## config.mk

```make
export PLATFORM = sky130hd
export DESIGN_NAME = pls_color
export DESIGN_NICKNAME = d
export VERILOG_FILES = /design/src/hdl/pls_pkg.sv /design/src/hdl/pls_color.sv
export VERILOG_INCLUDE_DIRS = /design/src /design/src/hdl
export SDC_FILE = /design/constraint.sdc
export NUM_CORES = 2
export LEC_CHECK = 0
export ABC_AREA = 1
export BUFFER_PORTS_ARGS = -buffer_cell sky130_fd_sc_hd__buf_2
export CORE_MARGIN = 3
export CORE_UTILIZATION = 40
export DETAILED_ROUTE_END_ITERATION = 6
export MAX_ROUTING_LAYER = met4
export PLACE_DENSITY = 0.56
export RECOVER_POWER = 50
export SYNTH_ARGS = -nofsm -noshare
export SYNTH_HDL_FRONTEND = slang
export SYNTH_SLANG_ARGS = --single-unit
```

## constraint.sdc

```tcl
create_clock -name clk -period 6.1 [get_ports clk]
set_input_delay 0.61 -clock clk [delete_from_list [all_inputs] [get_ports clk]]
set_output_delay 0.61 -clock clk [all_outputs]
set_load 0.05 [all_outputs]
```

## src/hdl/assert_macros.svh

```systemverilog
// ----------------------------------------------------------------------------
// Assertion macros
// Shared concurrent assertion forms for the shading pipeline.
// ----------------------------------------------------------------------------
`ifndef ASSERT_MACROS_SVH
`define ASSERT_MACROS_SVH

// The consequent must hold in the same cycle as the antecedent.
`define ASSERT_SAME(label, clk, rst_n, ante, cons) \
    label: assert property (@(posedge clk) disable iff (!rst_n) (ante) |-> (cons)) \
        else $error("same-cycle assertion failed");

// The consequent must hold in the cycle after the antecedent.
`define ASSERT_NEXT(label, clk, rst_n, ante, cons) \
    label: assert property (@(posedge clk) disable iff (!rst_n) (ante) |=> (cons)) \
        else $error("next-cycle assertion failed");

`endif

```

## src/hdl/pls_pkg.sv

```systemverilog
// ----------------------------------------------------------------------------
// pls_pkg
// Types, widths, register codes and helpers of the Phong shading pipeline.
// ----------------------------------------------------------------------------
package pls_pkg;

    localparam int FRAC_BITS = 14;
    localparam int EXP_BITS  = 8;
    localparam int LANES     = 3;

    localparam int VEC_W  = 16;
    localparam int COL_W  = 16;
    localparam int GAIN_W = 16;
    localparam int OUT_W  = 16;
    localparam int CFG_W  = 16;

    localparam int REG_IDX_W = 1;
    localparam logic [REG_IDX_W-1:0] REG_SHININESS = REG_IDX_W'(0);
    localparam logic [REG_IDX_W-1:0] REG_SPEC_GAIN = REG_IDX_W'(1);

    localparam logic [EXP_BITS-1:0] SHININESS_RST = EXP_BITS'(32);
    localparam logic [GAIN_W-1:0]   SPEC_GAIN_RST = GAIN_W'(8192);

    localparam int NP_W    = 2 * VEC_W;
    localparam int DOT1_W  = NP_W + 2;
    localparam int LN_W    = DOT1_W - FRAC_BITS;
    localparam int KD_W    = LN_W - 1;
    localparam int RN_W    = LN_W + VEC_W + 1;
    localparam int R_W     = RN_W - FRAC_BITS + 1;
    localparam int RD_P_W  = R_W + VEC_W;
    localparam int DOT2_W  = RD_P_W + 2;
    localparam int RD_W    = DOT2_W - FRAC_BITS;
    localparam int POW_W   = 31;
    localparam int CLAMP_W = (RD_W > POW_W) ? RD_W : POW_W;
    localparam int SG_W    = POW_W + GAIN_W - FRAC_BITS;
    localparam int SAT_IN_W = SG_W + COL_W - FRAC_BITS;

    localparam logic [POW_W-1:0] POW_SAT = '1;
    localparam logic [POW_W-1:0] POW_ONE = POW_W'(1) << FRAC_BITS;
    localparam logic [OUT_W-1:0] OUT_MAX = '1;

    localparam int GEOM_STAGES  = 6;
    localparam int COLOR_STAGES = 2;
    localparam int LATENCY      = GEOM_STAGES + EXP_BITS + COLOR_STAGES;

    typedef struct packed {
        logic signed [VEC_W-1:0] light_x;
        logic signed [VEC_W-1:0] light_y;
        logic signed [VEC_W-1:0] light_z;
        logic signed [VEC_W-1:0] normal_x;
        logic signed [VEC_W-1:0] normal_y;
        logic signed [VEC_W-1:0] normal_z;
        logic signed [VEC_W-1:0] ray_x;
        logic signed [VEC_W-1:0] ray_y;
        logic signed [VEC_W-1:0] ray_z;
        logic [COL_W-1:0]        color_r;
        logic [COL_W-1:0]        color_g;
        logic [COL_W-1:0]        color_b;
    } in_beat_t;

    typedef struct packed {
        logic [OUT_W-1:0] diffuse_r;
        logic [OUT_W-1:0] diffuse_g;
        logic [OUT_W-1:0] diffuse_b;
        logic [OUT_W-1:0] specular_r;
        logic [OUT_W-1:0] specular_g;
        logic [OUT_W-1:0] specular_b;
    } out_beat_t;

    // Color and finished diffuse terms carried alongside the power chain.
    typedef struct packed {
        logic [COL_W-1:0] color_r;
        logic [COL_W-1:0] color_g;
        logic [COL_W-1:0] color_b;
        logic [OUT_W-1:0] diffuse_r;
        logic [OUT_W-1:0] diffuse_g;
        logic [OUT_W-1:0] diffuse_b;
    } pass_t;

    function automatic logic [OUT_W-1:0] sat_out(input logic [SAT_IN_W-1:0] v);
        logic [OUT_W-1:0] r;
        if (v > SAT_IN_W'(OUT_MAX))
        begin
            r = OUT_MAX;
        end
        else
        begin
            r = v[OUT_W-1:0];
        end
        return r;
    endfunction

endpackage

```

## src/hdl/pls_color.sv

```systemverilog
// ----------------------------------------------------------------------------
// pls_color
// Two-stage back end: power times specular gain, then times each color,
// saturated and merged with the diffuse terms into the result beat.
// ----------------------------------------------------------------------------
`include "assert_macros.svh"

module pls_color (
    input  logic                        clk,
    input  logic                        rst_n,
    input  logic                        valid_in,
    input  logic [pls_pkg::POW_W-1:0]   pw_in,
    input  pls_pkg::pass_t              pass_in,
    input  logic [pls_pkg::GAIN_W-1:0]  specular_gain,
    output logic                        done,
    output pls_pkg::out_beat_t          result
);

    localparam int SGP_W = pls_pkg::POW_W + pls_pkg::GAIN_W;
    localparam int SPP_W = pls_pkg::SG_W + pls_pkg::COL_W;

    logic [pls_pkg::COLOR_STAGES-1:0] valid_reg;
    logic [SGP_W-1:0]                 sg_prod;
    logic [pls_pkg::SG_W-1:0]         sg_reg;
    pls_pkg::pass_t                   pass_reg;
    logic [SPP_W-1:0]                 spp_r;
    logic [SPP_W-1:0]                 spp_g;
    logic [SPP_W-1:0]                 spp_b;
    pls_pkg::out_beat_t               result_next;
    pls_pkg::out_beat_t               result_reg;

    always_comb
    begin
        sg_prod = pw_in * specular_gain;
        spp_r   = sg_reg * pass_reg.color_r;
        spp_g   = sg_reg * pass_reg.color_g;
        spp_b   = sg_reg * pass_reg.color_b;
        result_next.diffuse_r  = pass_reg.diffuse_r;
        result_next.diffuse_g  = pass_reg.diffuse_g;
        result_next.diffuse_b  = pass_reg.diffuse_b;
        result_next.specular_r = pls_pkg::sat_out(spp_r[SPP_W-1:pls_pkg::FRAC_BITS]);
        result_next.specular_g = pls_pkg::sat_out(spp_g[SPP_W-1:pls_pkg::FRAC_BITS]);
        result_next.specular_b = pls_pkg::sat_out(spp_b[SPP_W-1:pls_pkg::FRAC_BITS]);
    end

    always_ff @(posedge clk or negedge rst_n)
    begin
        if (!rst_n)
        begin
            valid_reg <= '0;
        end
        else
        begin
            valid_reg <= {valid_reg[pls_pkg::COLOR_STAGES-2:0], valid_in};
        end
    end

    always_ff @(posedge clk)
    begin
        sg_reg     <= sg_prod[SGP_W-1:pls_pkg::FRAC_BITS];
        pass_reg   <= pass_in;
        result_reg <= result_next;
    end

    assign done   = valid_reg[pls_pkg::COLOR_STAGES-1];
    assign result = result_reg;

    // No specular light leaves the block once the scaled power is zero.
    `ASSERT_NEXT(a_zero_specular, clk, rst_n, valid_reg[0] && sg_reg == '0,
        result_reg.specular_r == '0 && result_reg.specular_g == '0 &&
        result_reg.specular_b == '0)

endmodule

```

==> impl_metrics.yaml <==
worst_setup_path:
  cpMaxStageDelayCell: "fa_1"
  rrSetupSlack_ps: -230
  critical-path-top-cell-by-count: "fa_1"
  timing.critical_path.to_type: "register"
  category_of_the_worst_setup_path_launch_point: "register"
  worstReg2RegStart: "sg_reg[13]$_DFF_P_"
  setup.worst_path.start: "sg_reg[13]$_DFF_P_"
  crit_path_max_incr_delay_ps: 590
  timing.rr.end: "result[43]$_SDFF_PN1_"
  worstRegToRegCells: 28
  cp.required_ps: 6660
  setup.worst_path.end: "result[43]$_SDFF_PN1_"
  critical_path_at_ps: 6880
  setup.worst_path.class: "register to register"
  path_max_fanout: 8
floorplan:
  fp.dieArea_um2: 191400
  initial_core_util_pct: 40.46
  core_area_um2: 184100
  die_h_um: 437.5
  num_ports: 243
  floorplan.rows: 157
  die_w_um: 437.5
cts:
  numCtsBuffers: 30
  clock-sinks: 227
  clock_tree.htree_level_count: 1
  clk_pin_slew_worst_paths_ps: 70
  tritoncts: "done"
  cts.root.buffer_cell: "clkbuf_16"
  worstSkewPairLatency_ps: 710
  cts_buffer_depth: 3
synthesis:
  synth_mux_area_share_pct: 0
  combinational_family_with_the_most_area_after_synthesis: "adder cells"
  complex_gate_fraction_of_the_synthesized_area_pct: 2.933
  synth.top_cell.area_share_pct: 45.59
  synth_top_cell_by_area: "fa_1"
  synthesized_area_fraction_occupied_by_xor_and_xnor_cells_pct: 1.176
  postSynth.topFlopCell: "dfxtp_1"
  synthSimpleGateAreaFrac_pct: 19.29
  post_synth_main_area_contributors: "fa_1, nand2_1, inv_1"
  yosysSeqAreaShare_pct: 6.115
  synth-async-reset-ratio_pct: 0.8811
  synth_area_per_cell_um2: 7.558
  synth-adder-area-share_pct: 53.49
  syn_inst: 9854
  syn-cell-area_um2: 74470
  syn-num-nets: 12170
  ys_types: 48
  ys_warn_count: 0
  synth-seq-cells: 227
  synth_edf_count: 0
placed_design:
  globalplace.congestion: 0.9487
  buffers_added_on_ports: 242
  hpwlAfterDp_um: 186100
final_layout:
  area_delta_synth_final_pct: 25.18
  layout.cells.most_common_list: "nand2_1, inv_1, fa_1"
  final_nets: 13110
  regArea_um2: 4722
  drive_gt1_share_pct: 19.21
  fillerInstances: 17670
  area_of_the_multi_input_gates_um2: 60220
  layout_commonest_cell: "nand2_1"
detailed_routing:
  remaining_drc_errors: 0
  met2_length_um: 117300
  wl_per_cell_um: 18.02
  detailed_router_s_first_iteration_violation_count: 3574
  detailroute.via_count: 63670
  met3_length_um: 13710
  routed_wirelength_um: 239400
  route.layer.met1.wl_um: 101300
  drt_pass1_iterations: 5
  dr.max_layer_used: "met4"
  vias_cell: 4.793
  drtAntennaViolNets: 0
timing:
  transition_time_at_the_pin_with_the_least_slew_margin_ps: 833.2
  finalHoldViolations: 0
  relSlewSlack_pct: 44.38
  slew_violations: 0
  final_skew_ps: 65.81
  period_share_pct: 103.7
  final_critical_path_setup_slack_ps: -227.3
  finalHoldWorstSlack_ps: 60.63
  setup_violations: 48
  layout_min_cycle_time_ps: 6327
  max_clock_freq_ghz: 0.1580
  rsz0062_at_grt: "true"
flow_run:
  timing.max_cap.violations: 0
status:
  failing_checks: "negative setup slack"
  outcome: "finished, violations left"
global_routing:
  grt_pass1_wl_um: 375000
  grt_overflow_total: 0
  grt_antenna_before_repair: 1
  grt_pass1_vias: 68740
  groute.usage.overall_pct: 25.39
  maximum_number_of_pins_on_one_net_before_global_route_repair: 34
min_path:
  hold_path_class: "input port to register"
[logic make-up after synthesis]
logic type	count (synthesis)
AO/OA/AOI/OAI	401
XOR/XNOR	100
adder cells (fa/ha/maj)	2166
buffers and inverters	3358
flip-flops	227
AND/OR/NAND/NOR	3602
[metal layers]
metal | track usage [%] | vias up
li1 | - | 29500
met4 | 5.511 | 0
met2 | 43.58 | 1842
met3 | 2.364 | 364
met1 | 32.66 | 31960
met5 | - | -
[final cells by class]
type / instances / area share [%]
Multi-Input combinational cell: 6269 / 64.59
Clock buffer: 35 / 0.8576
Tap cell: 2464 / 3.307
Clock inverter: 20 / 0.2456
Timing Repair Buffer: 1376 / 14.28
Inverter: 2890 / 11.65
Antenna cell: 1 / 0.002684
Sequential cell: 227 / 5.065
[synthesized netlist by cell type, types with 2 or more instances]
cell,number
o21ai_0,93
dfxtp_1,225
clkbuf_1,396
a31oi_1,19
nand3b_1,9
ha_1,470
nor3_1,22
nor2_2,15
nand2_2,27
a21boi_0,3
nor4_1,7
nand3_2,17
o21a_1,13
nand4_2,10
nor2_4,8
and2_1,2
dfrtp_1,2
a211oi_1,2
o211ai_1,2
nor4_2,2
a21oi_1,225
o21ai_1,7
buf_6,3
a21oi_2,3
a21o_1,2
nand4_1,56
inv_1,2879
inv_2,11
nor2_1,295
nor3_2,4
nand3_1,120
xor2_1,47
xnor2_1,53
and3_1,8
buf_2,3
o21bai_1,27
buf_1,58
nor3_4,2
nand2_1,2995
o2111ai_1,2
fa_1,1696
buf_4,8
[how the worst min path moves through the flow]
stage                          from                      to  slack (ps)  depth (start not counted)
6_report                pass_in[61]    pass_reg[61]$_DFF_P_          60                          1
5_1_grt                 pass_in[71]    pass_reg[71]$_DFF_P_          20                          1
4_1_cts                 pass_in[61]    pass_reg[61]$_DFF_P_           1                          1
3_5_place_dp   pass_reg[42]$_DFF_P_      result[90]$_DFF_P_         310                          0
3_3_place_gp   pass_reg[13]$_DFF_P_      result[61]$_DFF_P_         310                          0
2_1_floorplan                 rst_n  valid_reg[0]$_DFF_PN0_         310                          0
[per-stage QoR]
step,instance area (um2),TNS [ps],cells,util (%),setup slack (ps)
2_1_floorplan,74480,0,9854,-,1.444
3_3_place_gp,84820,-17530,12910,46.08,-387.3
3_5_place_dp,84820,-20200,12910,46.08,-440.4
4_1_cts,90430,-1694,13170,49.13,-69.43
5_1_grt,93230,-15200,13280,50.65,-362.4
6_report,93230,-4841,13280,50.65,-227.3
[critical path, delay by kind of cell (launching register included)]
| family | cells | cell delay (ps) |
|---|---|---|
| adder cells (fa/ha/maj) | 7 | 3300 |
| buffers and inverters | 10 | 1130 |
| flip-flops | 1 | 380 |
| AND/OR/NAND/NOR | 11 | 1390 |
[timing repair]
item                                    4_1_cts  5_1_grt
hold endpoints to repair                     77        0
setup buffers                               102       93
hold buffers                                 76        0
resized for setup                           500      407
endpoints found under the setup margin       48       48
cloned                                       28       21
pin swaps                                   131      202
Power is not shown: default switching activity piles up to over one toggle a cycle in this logic, so the estimate is an artifact.
