<file path="src/hdl/assert_macros.svh">
// ----------------------------------------------------------------------------
// Assertion macros
// Shared concurrent assertion forms for the shading pipeline.
// ----------------------------------------------------------------------------
`ifndef ASSERT_MACROS_SVH
`define ASSERT_MACROS_SVH

// The consequent must hold in the same cycle as the antecedent.
`define ASSERT_SAME(label, clk, rst_n, ante, cons) \
    label: assert property (@(posedge clk) disable iff (!rst_n) (ante) |-> (cons)) \
        else $error("same-cycle assertion failed");

// The consequent must hold in the cycle after the antecedent.
`define ASSERT_NEXT(label, clk, rst_n, ante, cons) \
    label: assert property (@(posedge clk) disable iff (!rst_n) (ante) |=> (cons)) \
        else $error("next-cycle assertion failed");

`endif

</file>
<file path="src/hdl/pls_pkg.sv">
// ----------------------------------------------------------------------------
// pls_pkg
// Types, widths, register codes and helpers of the Phong shading pipeline.
// ----------------------------------------------------------------------------
package pls_pkg;

    localparam int FRAC_BITS = 14;
    localparam int EXP_BITS  = 8;
    localparam int LANES     = 3;

    localparam int VEC_W  = 16;
    localparam int COL_W  = 16;
    localparam int GAIN_W = 16;
    localparam int OUT_W  = 16;
    localparam int CFG_W  = 16;

    localparam int REG_IDX_W = 1;
    localparam logic [REG_IDX_W-1:0] REG_SHININESS = REG_IDX_W'(0);
    localparam logic [REG_IDX_W-1:0] REG_SPEC_GAIN = REG_IDX_W'(1);

    localparam logic [EXP_BITS-1:0] SHININESS_RST = EXP_BITS'(32);
    localparam logic [GAIN_W-1:0]   SPEC_GAIN_RST = GAIN_W'(8192);

    localparam int NP_W    = 2 * VEC_W;
    localparam int DOT1_W  = NP_W + 2;
    localparam int LN_W    = DOT1_W - FRAC_BITS;
    localparam int KD_W    = LN_W - 1;
    localparam int RN_W    = LN_W + VEC_W + 1;
    localparam int R_W     = RN_W - FRAC_BITS + 1;
    localparam int RD_P_W  = R_W + VEC_W;
    localparam int DOT2_W  = RD_P_W + 2;
    localparam int RD_W    = DOT2_W - FRAC_BITS;
    localparam int POW_W   = 31;
    localparam int CLAMP_W = (RD_W > POW_W) ? RD_W : POW_W;
    localparam int SG_W    = POW_W + GAIN_W - FRAC_BITS;
    localparam int SAT_IN_W = SG_W + COL_W - FRAC_BITS;

    localparam logic [POW_W-1:0] POW_SAT = '1;
    localparam logic [POW_W-1:0] POW_ONE = POW_W'(1) << FRAC_BITS;
    localparam logic [OUT_W-1:0] OUT_MAX = '1;

    localparam int GEOM_STAGES  = 6;
    localparam int COLOR_STAGES = 2;
    localparam int LATENCY      = GEOM_STAGES + EXP_BITS + COLOR_STAGES;

    typedef struct packed {
        logic signed [VEC_W-1:0] light_x;
        logic signed [VEC_W-1:0] light_y;
        logic signed [VEC_W-1:0] light_z;
        logic signed [VEC_W-1:0] normal_x;
        logic signed [VEC_W-1:0] normal_y;
        logic signed [VEC_W-1:0] normal_z;
        logic signed [VEC_W-1:0] ray_x;
        logic signed [VEC_W-1:0] ray_y;
        logic signed [VEC_W-1:0] ray_z;
        logic [COL_W-1:0]        color_r;
        logic [COL_W-1:0]        color_g;
        logic [COL_W-1:0]        color_b;
    } in_beat_t;

    typedef struct packed {
        logic [OUT_W-1:0] diffuse_r;
        logic [OUT_W-1:0] diffuse_g;
        logic [OUT_W-1:0] diffuse_b;
        logic [OUT_W-1:0] specular_r;
        logic [OUT_W-1:0] specular_g;
        logic [OUT_W-1:0] specular_b;
    } out_beat_t;

    // Color and finished diffuse terms carried alongside the power chain.
    typedef struct packed {
        logic [COL_W-1:0] color_r;
        logic [COL_W-1:0] color_g;
        logic [COL_W-1:0] color_b;
        logic [OUT_W-1:0] diffuse_r;
        logic [OUT_W-1:0] diffuse_g;
        logic [OUT_W-1:0] diffuse_b;
    } pass_t;

    function automatic logic [OUT_W-1:0] sat_out(input logic [SAT_IN_W-1:0] v);
        logic [OUT_W-1:0] r;
        if (v > SAT_IN_W'(OUT_MAX))
        begin
            r = OUT_MAX;
        end
        else
        begin
            r = v[OUT_W-1:0];
        end
        return r;
    endfunction

endpackage

</file>
<file path="src/hdl/pls_cfg_regs.sv">
// ----------------------------------------------------------------------------
// pls_cfg_regs
// Shininess exponent and specular gain registers behind a plain write port.
// ----------------------------------------------------------------------------
module pls_cfg_regs (
    input  logic                           clk,
    input  logic                           rst_n,
    input  logic                           cfg_we,
    input  logic [pls_pkg::REG_IDX_W-1:0]  cfg_index,
    input  logic [pls_pkg::CFG_W-1:0]      cfg_data,
    output logic [pls_pkg::EXP_BITS-1:0]   shininess,
    output logic [pls_pkg::GAIN_W-1:0]     specular_gain
);

    logic [pls_pkg::EXP_BITS-1:0] shininess_reg;
    logic [pls_pkg::EXP_BITS-1:0] shininess_next;
    logic [pls_pkg::GAIN_W-1:0]   gain_reg;
    logic [pls_pkg::GAIN_W-1:0]   gain_next;

    always_comb
    begin
        shininess_next = shininess_reg;
        gain_next      = gain_reg;
        if (cfg_we)
        begin
            unique case (cfg_index)
                pls_pkg::REG_SHININESS:
                begin
                    shininess_next = cfg_data[pls_pkg::EXP_BITS-1:0];
                end
                pls_pkg::REG_SPEC_GAIN:
                begin
                    gain_next = cfg_data[pls_pkg::GAIN_W-1:0];
                end
                default:
                begin
                    shininess_next = shininess_reg;
                end
            endcase
        end
    end

    always_ff @(posedge clk or negedge rst_n)
    begin
        if (!rst_n)
        begin
            shininess_reg <= pls_pkg::SHININESS_RST;
            gain_reg      <= pls_pkg::SPEC_GAIN_RST;
        end
        else
        begin
            shininess_reg <= shininess_next;
            gain_reg      <= gain_next;
        end
    end

    assign shininess     = shininess_reg;
    assign specular_gain = gain_reg;

endmodule

</file>
<file path="config.mk">
export PLATFORM = sky130hd
export DESIGN_NAME = pls_cfg_regs
export DESIGN_NICKNAME = d
export VERILOG_FILES = /design/src/hdl/assert_macros.svh /design/src/hdl/pls_pkg.sv /design/src/hdl/pls_cfg_regs.sv
export SDC_FILE = /design/constraint.sdc
export NUM_CORES = 1
export LEC_CHECK = 0
export BUFFER_PORTS_ARGS = -buffer_cell sky130_fd_sc_hd__buf_4
export CAP_MARGIN = 0
export CORE_MARGIN = 10
export CORE_UTILIZATION = 44
export CTS_CLUSTER_DIAMETER = 200
export CTS_CLUSTER_SIZE = 28
export DETAILED_ROUTE_END_ITERATION = 16
export MAX_ROUTING_LAYER = met4
export PLACE_DENSITY = 0.77
export SLEW_MARGIN = 10
export SYNTH_ARGS = -nofsm -noshare
export SYNTH_HDL_FRONTEND = slang
export SYNTH_SLANG_ARGS = --single-unit
</file>
<file path="constraint.sdc">
create_clock -name clk -period 1 [get_ports clk]
set_input_delay 0.05 -clock clk [delete_from_list [all_inputs] [get_ports clk]]
set_output_delay 0.05 -clock clk [all_outputs]
set_load 0.01 [all_outputs]
</file>
==> qor.json, run 1 <==
{
  "final_hold_viol_count": 0,
  "p_seq_frac": 0.479,
  "worstHoldPathType": "input pin to async pin",
  "worst-path-buf-inv": 1,
  "crit_path_max_fanout": 2,
  "drt-pass1-iter-count": 2,
  "post-route-min-period_ns": 1.01,
  "final-setup-viol-count": 2,
  "report.final.slew_viol_count": 0,
  "synth_largest_area_cell": "sky130_fd_sc_hd__dfrtp_1",
  "initial_core_util": 0.459,
  "cp.required_ns": 0.95,
  "synth.top_cell.area_share": 0.611,
  "share_clk_of_total_power": 0.277,
  "via_count_of_the_first_global_routing_pass": 744,
  "p_int_uw": 1910,
  "die_area_sq_um": 4260,
  "measured_slew_at_the_worst_slew_check_pin_ns": 0.297,
  "synth_ff_type": "sky130_fd_sc_hd__dfrtp_1",
  "io-pin-count": 44,
  "synth_top_family_by_area": "multiplexers",
  "synth_area_per_cell_sq_um": 17.3,
  "synth-xor-area-share": 0,
  "synthTopCellsByArea": "sky130_fd_sc_hd__dfrtp_1 (61%), sky130_fd_sc_hd__mux2_2 (18%), sky130_fd_sc_hd__mux2_1 (13%)",
  "drtIter0Drc": 6,
  "critical_path.top_delay_family": "flip-flops",
  "critical_path.slowest_cell": "sky130_fd_sc_hd__dfstp_2",
  "final.hold.worst_slack_ns": 0.156,
  "worst_clock_skew_ns": 0,
  "vias": 668,
  "core-area_sq_um": 1960,
  "global_route.usage.total": 0.107,
  "ys_types": 8,
  "port_buffers": 43,
  "ys_top_cells_by_count": "sky130_fd_sc_hd__dfrtp_1 (22), sky130_fd_sc_hd__mux2_2 (14), sky130_fd_sc_hd__mux2_1 (10), sky130_fd_sc_hd__dfstp_2 (2)",
  "finalWirelength_mm": 2.16,
  "setup_ws_ns": -0.00746,
  "grt.overflow.total": 0,
  "seq_area_frac_synth": 0.669,
  "combinational_cell_fraction_of_total_power": 0.245,
  "clk_latency_ns": 0.31,
  "ff_latch_area_sq_um": 603,
  "flow.area_growth_from_synthesis_pct": 66.0,
  "share_of_final_layout_standard_cells_stronger_than_drive_strength_1": 0.564,
  "antennaDiodeCount": 0,
  "vdd_drop_max_mv": 1.31,
  "dpl_cell_area_sq_um": 1260,
  "deepest_clock_path_buffer_count": 2,
  "avgViaCountPerCell": 4.64,
  "synth_compound_area_frac": 0,
  "synth-adder-area-share": 0,
  "largest_register_ffs": 16,
  "path_class": "flop to output port",
  "grt_start_max_net_pins": 25,
  "post_synthesis_instance_area_sq_um": 901,
  "finish.instance_area_sq_um": 1500,
  "postSynthNetCount": 72,
  "timing.final.crit_share": 1.01,
  "power_density_cells_nw_per_um2": 1670,
  "p_sw_frac": 0.236,
  "result_of_the_run": "finished, violations left",
  "p_sw_uw": 589,
  "critical_path_cell_sequence": "buf_6",
  "postCtsSetupBuffers": 0,
  "fillCellCount": 131,
  "leakage_power_uw": 0.000705,
  "grt_pass1_wl_mm": 3.56,
  "die_width_microns": 65.3,
  "synth_most_common_cell": "sky130_fd_sc_hd__dfrtp_1",
  "drtAntennaViolNets": 0,
  "post_layout_net_count": 138,
  "root_buf_cell": "sky130_fd_sc_hd__clkbuf_4",
  "relSlewSlack": 0.802,
  "timing.fmax_mhz": 993,
  "clock-sinks": 24,
  "timing.critical_path.to_type": "output port",
  "clock_tree.htree_level_count": 1,
  "drt_drc_violations_left": 0,
  "cp.arrival_ns": 0.96,
  "synth.yosys.warnings": 0,
  "number_of_enable_type_register_cells_in_the_synthesized_netlist": 0,
  "worst_setup_path_start_kind": "flop",
  "clock_slew_seen_by_the_registers_of_the_worst_setup_and_hold_paths_ns": 0.13,
  "cts_tree": "built",
  "failed_checks": "negative setup slack",
  "synth_cells": 52,
  "core.rowCount": 16,
  "timing.critical_path.slowest_cell_delay_ns": 0.56,
  "tritoncts.num_buffers": 3,
  "synth.area.mux_share": 0.300,
  "dp_hpwl_mm": 1.59,
  "drv_cap": 0,
  "asyncSetResetFlopFracSynth": 1.00,
  "area_taken_by_multi_input_logic_gates_sq_um": 290,
  "die-height_microns": 65.3,
  "globalplace.congestion": 0.652,
  "grt_setup_unrepaired": "true",
  "wl_per_cell_microns": 15.0,
  "ys_seq_elements": 24,
  "grt_antenna_before_repair": 0,
  "post_synth_and_or_nand_nor_area_fraction": 0.0222
}
==> placed cells by master (no fill, tap or decap), drive strengths merged <==
cell type | Yosys | final
bufinv | 0 | 1
nand2b | 1 | 1
clkbuf | 0 | 3
dlygate4sd3 | 0 | 17
nand2 | 1 | 1
dfstp | 2 | 2
dfrtp | 22 | 22
buf | 1 | 45
mux2 | 24 | 24
and2b | 1 | 1
==> power groups by stage <==
stage | logic (uW) | clock network (uW) | registers (uW)
after global routing | 665 | 747 | 1210
after floorplan | 145 | 0 | 1280
after CTS | 626 | 712 | 1200
final | 610 | 690 | 1190
after detailed placement | 566 | 0 | 1210
after global placement | 556 | 0 | 1200
==> per-stage QoR <==
step	cells	power [uW]	setup WS [ns]	util	TNS, ns
after floorplan	52	1420	0.198	-	0
after global placement	123	1760	0.100	0.645	0
after detailed placement	123	1780	0.0933	0.645	0
after CTS	144	2530	-0.0250	0.762	-0.0455
after global routing	144	2630	-0.0548	0.762	-0.104
final	144	2500	-0.00746	0.762	-0.0136
==> cells by family (layout without fill, tap and decap cells) <==
family | count (synthesis) | in the layout
multiplexers | 24 | 24
flip-flops | 24 | 24
AND/OR/NAND/NOR | 3 | 3
buffers and inverters | 1 | 66
==> what timing repair did <==
action,4_1_cts,5_1_grt
endpoints found under the hold margin,48,0
resized for setup,2,0
setup endpoints to repair,2,2
hold buffers,17,0
==> layer usage <==
layer  share of wire  track usage  vias to the layer above
met2            0.47        0.172                       31
met4               0       0.0321                        0
met1            0.43        0.119                      322
met5               0            -                        -
met3           0.098       0.0441                        0
li1                -            -                      315
==> path summary, 6_finish.rpt <==
kind	start	to	slack [ns]	cells after the start
setup / recovery	shininess[5]	shininess[5]	-0.007	1
hold / removal	rst_n	shininess[1]	0.16	2
setup reg to reg	specular_gain[10]	specular_gain[10]	0.20	1
hold reg to reg	specular_gain[8]	specular_gain[8]	0.51	1
max in group asynchronous	rst_n	specular_gain[13]	0.56	2
min in group clk	cfg_we	shininess[2]	0.23	3
==> final cells by class <==
cell class | instances | share of cell area
timing repair buffer | 62 | 0.345
sequential | 24 | 0.403
multi-input combinational | 27 | 0.194
tap | 27 | 0.0226
clock inverter | 1 | 0.0201
clock buffer | 3 | 0.0151
Note: power is estimated with default switching activity, not from simulation.
==> run 2: changes to the inputs <==
==> constraint.sdc (replaced) <==
create_clock -name clk -period 1 [get_ports clk]
set_input_delay 0.05 -clock clk [delete_from_list [all_inputs] [get_ports clk]]
set_output_delay 0.05 -clock clk [all_outputs]
set_load 0.05 [all_outputs]
==> qor.json, run 2 (synthesized netlist as in run 1, its figures left out) <==
{
  "globalplace.congestion": {"value": 0.683, "change": "was 0.652"},
  "measured_slew_at_the_worst_slew_check_pin": {"value": 0.305, "unit": "ns", "change": "was 0.297 ns"},
  "port_buffers": {"value": 43, "change": "unchanged"},
  "drt_drc_violations_left": {"value": 0, "change": "unchanged"},
  "core-area": {"value": 1960, "unit": "sq um", "change": "unchanged"},
  "global_route.usage.total": {"value": 0.106, "change": "was 0.107"},
  "drt-pass1-iter-count": {"value": 3, "change": "was 2"},
  "r2r_setup_slack": {"value": 0.14, "unit": "ns", "change": "was 0.20 ns"},
  "relSlewSlack": {"value": 0.797, "change": "was 0.802"},
  "grt_antenna_before_repair": {"value": 0, "change": "unchanged"},
  "path_class": {"value": "flop to output port", "change": "unchanged"},
  "cp.arrival": {"value": 1.02, "unit": "ns", "change": "was 0.96 ns"},
  "cts_tree": {"value": "built", "change": "unchanged"},
  "setup_ws": {"value": -0.0712, "unit": "ns", "change": "was -0.00746 ns"},
  "drtAntennaViolNets": {"value": 0, "change": "unchanged"},
  "grt_setup_unrepaired": {"value": "true", "change": "unchanged"},
  "p_int": {"value": 1820, "unit": "uW", "change": "was 1910 uW"},
  "clk_latency": {"value": 0.31, "unit": "ns", "change": "about the same"},
  "report.final.slew_viol_count": {"value": 0, "change": "unchanged"},
  "crit_path_max_fanout": {"value": 2, "change": "unchanged"},
  "initial_core_util": {"value": 0.459, "change": "unchanged"},
  "root_buf_cell": {"value": "sky130_fd_sc_hd__clkbuf_4", "change": "unchanged"},
  "flow.area_growth_from_synthesis": {"value": 73.5, "unit": "%", "change": "was 66.0%"},
  "totalPowerFinal": {"value": 2890, "unit": "uW", "change": "was 2500 uW"},
  "timing.critical_path.to_type": {"value": "output port", "change": "unchanged"},
  "die-height": {"value": 65.3, "unit": "microns", "change": "unchanged"},
  "wl_per_cell": {"value": 17.5, "unit": "microns", "change": "was 15.0 microns"},
  "critical_path.top_delay_family": {"value": "flip-flops", "change": "unchanged"},
  "finish.instance_area": {"value": 1560, "unit": "sq um", "change": "was 1500 sq um"},
  "io-pin-count": {"value": 44, "change": "unchanged"},
  "post-route-min-period": {"value": 1.07, "unit": "ns", "change": "was 1.01 ns"},
  "via_count_of_the_first_global_routing_pass": {"value": 746, "change": "was 744"},
  "grt_start_max_net_pins": {"value": 25, "change": "unchanged"},
  "power_density_cells": {"value": 1850, "unit": "nW/um^2", "change": "was 1670 nW/um^2"},
  "drtIter0Drc": {"value": 5, "change": "was 6"},
  "grt.overflow.total": {"value": 0, "change": "unchanged"},
  "share_clk_of_total_power": {"value": 0.173, "change": "was 0.277"},
  "post_layout_net_count": {"value": 137, "change": "was 138"},
  "grt_pass1_wl": {"value": 3.51, "unit": "mm", "change": "was 3.56 mm"},
  "share_of_final_layout_standard_cells_stronger_than_drive_strength_1": {"value": 0.638, "change": "was 0.564"},
  "tritoncts.num_buffers": {"value": 3, "change": "unchanged"},
  "largest_register_ffs": {"value": 16, "change": "unchanged"},
  "final-setup-viol-count": {"value": 2, "change": "unchanged"},
  "dp_slack": {"value": 0.0837, "unit": "ns", "change": "was 0.0933 ns"},
  "drv_cap": {"value": 0, "change": "unchanged"},
  "vias": {"value": 671, "change": "was 668"},
  "failed_checks": {"value": "negative setup slack", "change": "unchanged"},
  "clock_tree.htree_level_count": {"value": 1, "change": "unchanged"},
  "finalWirelength": {"value": 2.50, "unit": "mm", "change": "was 2.16 mm"},
  "die_area": {"value": 4260, "unit": "sq um", "change": "unchanged"},
  "timing.critical_path.slowest_cell_delay": {"value": 0.57, "unit": "ns", "change": "was 0.56 ns"},
  "worstHoldPathType": {"value": "input pin to async pin", "change": "unchanged"},
  "layout.cells.most_common": {"value": "sky130_fd_sc_hd__buf_4", "change": "unchanged"},
  "final.hold.worst_slack": {"value": 0.165, "unit": "ns", "change": "was 0.156 ns"},
  "clock_slew_seen_by_the_registers_of_the_worst_setup_and_hold_paths": {"value": 0.13, "unit": "ns", "change": "about the same"},
  "worst_setup_path_start_kind": {"value": "flop", "change": "unchanged"},
  "cp.required": {"value": 0.95, "unit": "ns", "change": "about the same"},
  "avgViaCountPerCell": {"value": 4.69, "change": "was 4.64"},
  "combinational_cell_fraction_of_total_power": {"value": 0.401, "change": "was 0.245"},
  "p_seq_frac": {"value": 0.426, "change": "was 0.479"},
  "deepest_clock_path_buffer_count": {"value": 2, "change": "unchanged"},
  "critical_path.slowest_cell": {"value": "sky130_fd_sc_hd__dfstp_2", "change": "unchanged"},
  "core.rowCount": {"value": 16, "change": "unchanged"},
  "worst-path-buf-inv": {"value": 1, "change": "unchanged"},
  "result_of_the_run": {"value": "finished, violations left", "change": "unchanged"},
  "dpl_cell_area": {"value": 1280, "unit": "sq um", "change": "was 1260 sq um"},
  "antennaDiodeCount": {"value": 0, "change": "unchanged"},
  "finalCoreUtilization": {"value": 0.797, "change": "was 0.762"},
  "postCtsSetupBuffers": {"value": 0, "change": "unchanged"},
  "leakage_power": {"value": 0.000712, "unit": "uW", "change": "was 0.000705 uW"},
  "p_sw_frac": {"value": 0.371, "change": "was 0.236"},
  "clock-sinks": {"value": 24, "change": "unchanged"},
  "timing.fmax": {"value": 934, "unit": "MHz", "change": "was 993 MHz"},
  "timing.final.crit_share": {"value": 1.07, "change": "was 1.01"},
  "critical_path_cell_sequence": {"value": "buf_8", "change": "was buf_6"},
  "worst_clock_skew": {"value": 0, "unit": "ns", "change": "unchanged"},
  "die_width": {"value": 65.3, "unit": "microns", "change": "unchanged"},
  "vdd_drop_max": {"value": 1.19, "unit": "mV", "change": "was 1.31 mV"},
  "final_hold_viol_count": {"value": 0, "change": "unchanged"},
  "most-common-layout-cells": {"value": "sky130_fd_sc_hd__buf_4 (25), sky130_fd_sc_hd__dlygate4sd3_1 (17), sky130_fd_sc_hd__buf_6 (16), sky130_fd_sc_hd__mux2_2 (14), sky130_fd_sc_hd__dfrtp_1 (13)", "change": "was sky130_fd_sc_hd__buf_4 (43), sky130_fd_sc_hd__dfrtp_1 (22), sky130_fd_sc_hd__dlygate4sd3_1 (17), sky130_fd_sc_hd__mux2_2 (14), sky130_fd_sc_hd__mux2_1 (10)"},
  "p_sw": {"value": 1070, "unit": "uW", "change": "was 589 uW"}
}
-- run 2: stage by stage --
step / setup TNS (ns) / std cells
finish: -0.136 / 143
global route: -0.266 / 143
CTS: -0.165 / 143
detailed placement: 0 / 122
global placement: 0 / 122
floorplan: 0 / 52
-- run 2: worst paths after layout --
check,depth (start not counted),start,endpoint
worst max-delay path,1,specular_gain[13],specular_gain[13]
worst min-delay path,2,rst_n,specular_gain[10]
worst max register to register,1,specular_gain[10],specular_gain[10]
worst min register to register,1,shininess[4],shininess[4]
max in group asynchronous,2,rst_n,specular_gain[13]
min in group clk,3,cfg_we,shininess[1]
-- run 2: routing by layer --
| layer | vias up | part of all wire | global-route usage |
|---|---|---|---|
| met3 | 4 | 0.077 | 0.0458 |
| met5 | - | 0 | - |
| met2 | 32 | 0.51 | 0.178 |
| met1 | 324 | 0.40 | 0.109 |
| met4 | 0 | 0.011 | 0.0321 |
| li1 | 311 | - | - |
-- run 2: layout make-up --
type                    count  area (sq um)
clock buffers               4          36.3
fillers                   125           399
multi-input cells          27           290
flip-flops and latches     24           614
well taps                  27          33.8
repair buffers             61           588
-- run 2: what timing repair did --
| item | in CTS | in global routing |
|---|---|---|
| gates cloned | 0 | 0 |
| hold buffers | 17 | 0 |
| setup endpoints to repair | 2 | 18 |
| hold endpoints to repair | 48 | 0 |
| gates resized for setup | 4 | 16 |
-- run 2: power by group through the flow --
stage | sequential, uW | combinational [uW] | clock (uW)
floorplan | 1740 | 144 | 0
global placement | 1210 | 1020 | 0
detailed placement | 1220 | 1030 | 0
CTS | 1210 | 1100 | 519
global route | 1250 | 1210 | 572
finish | 1230 | 1160 | 502
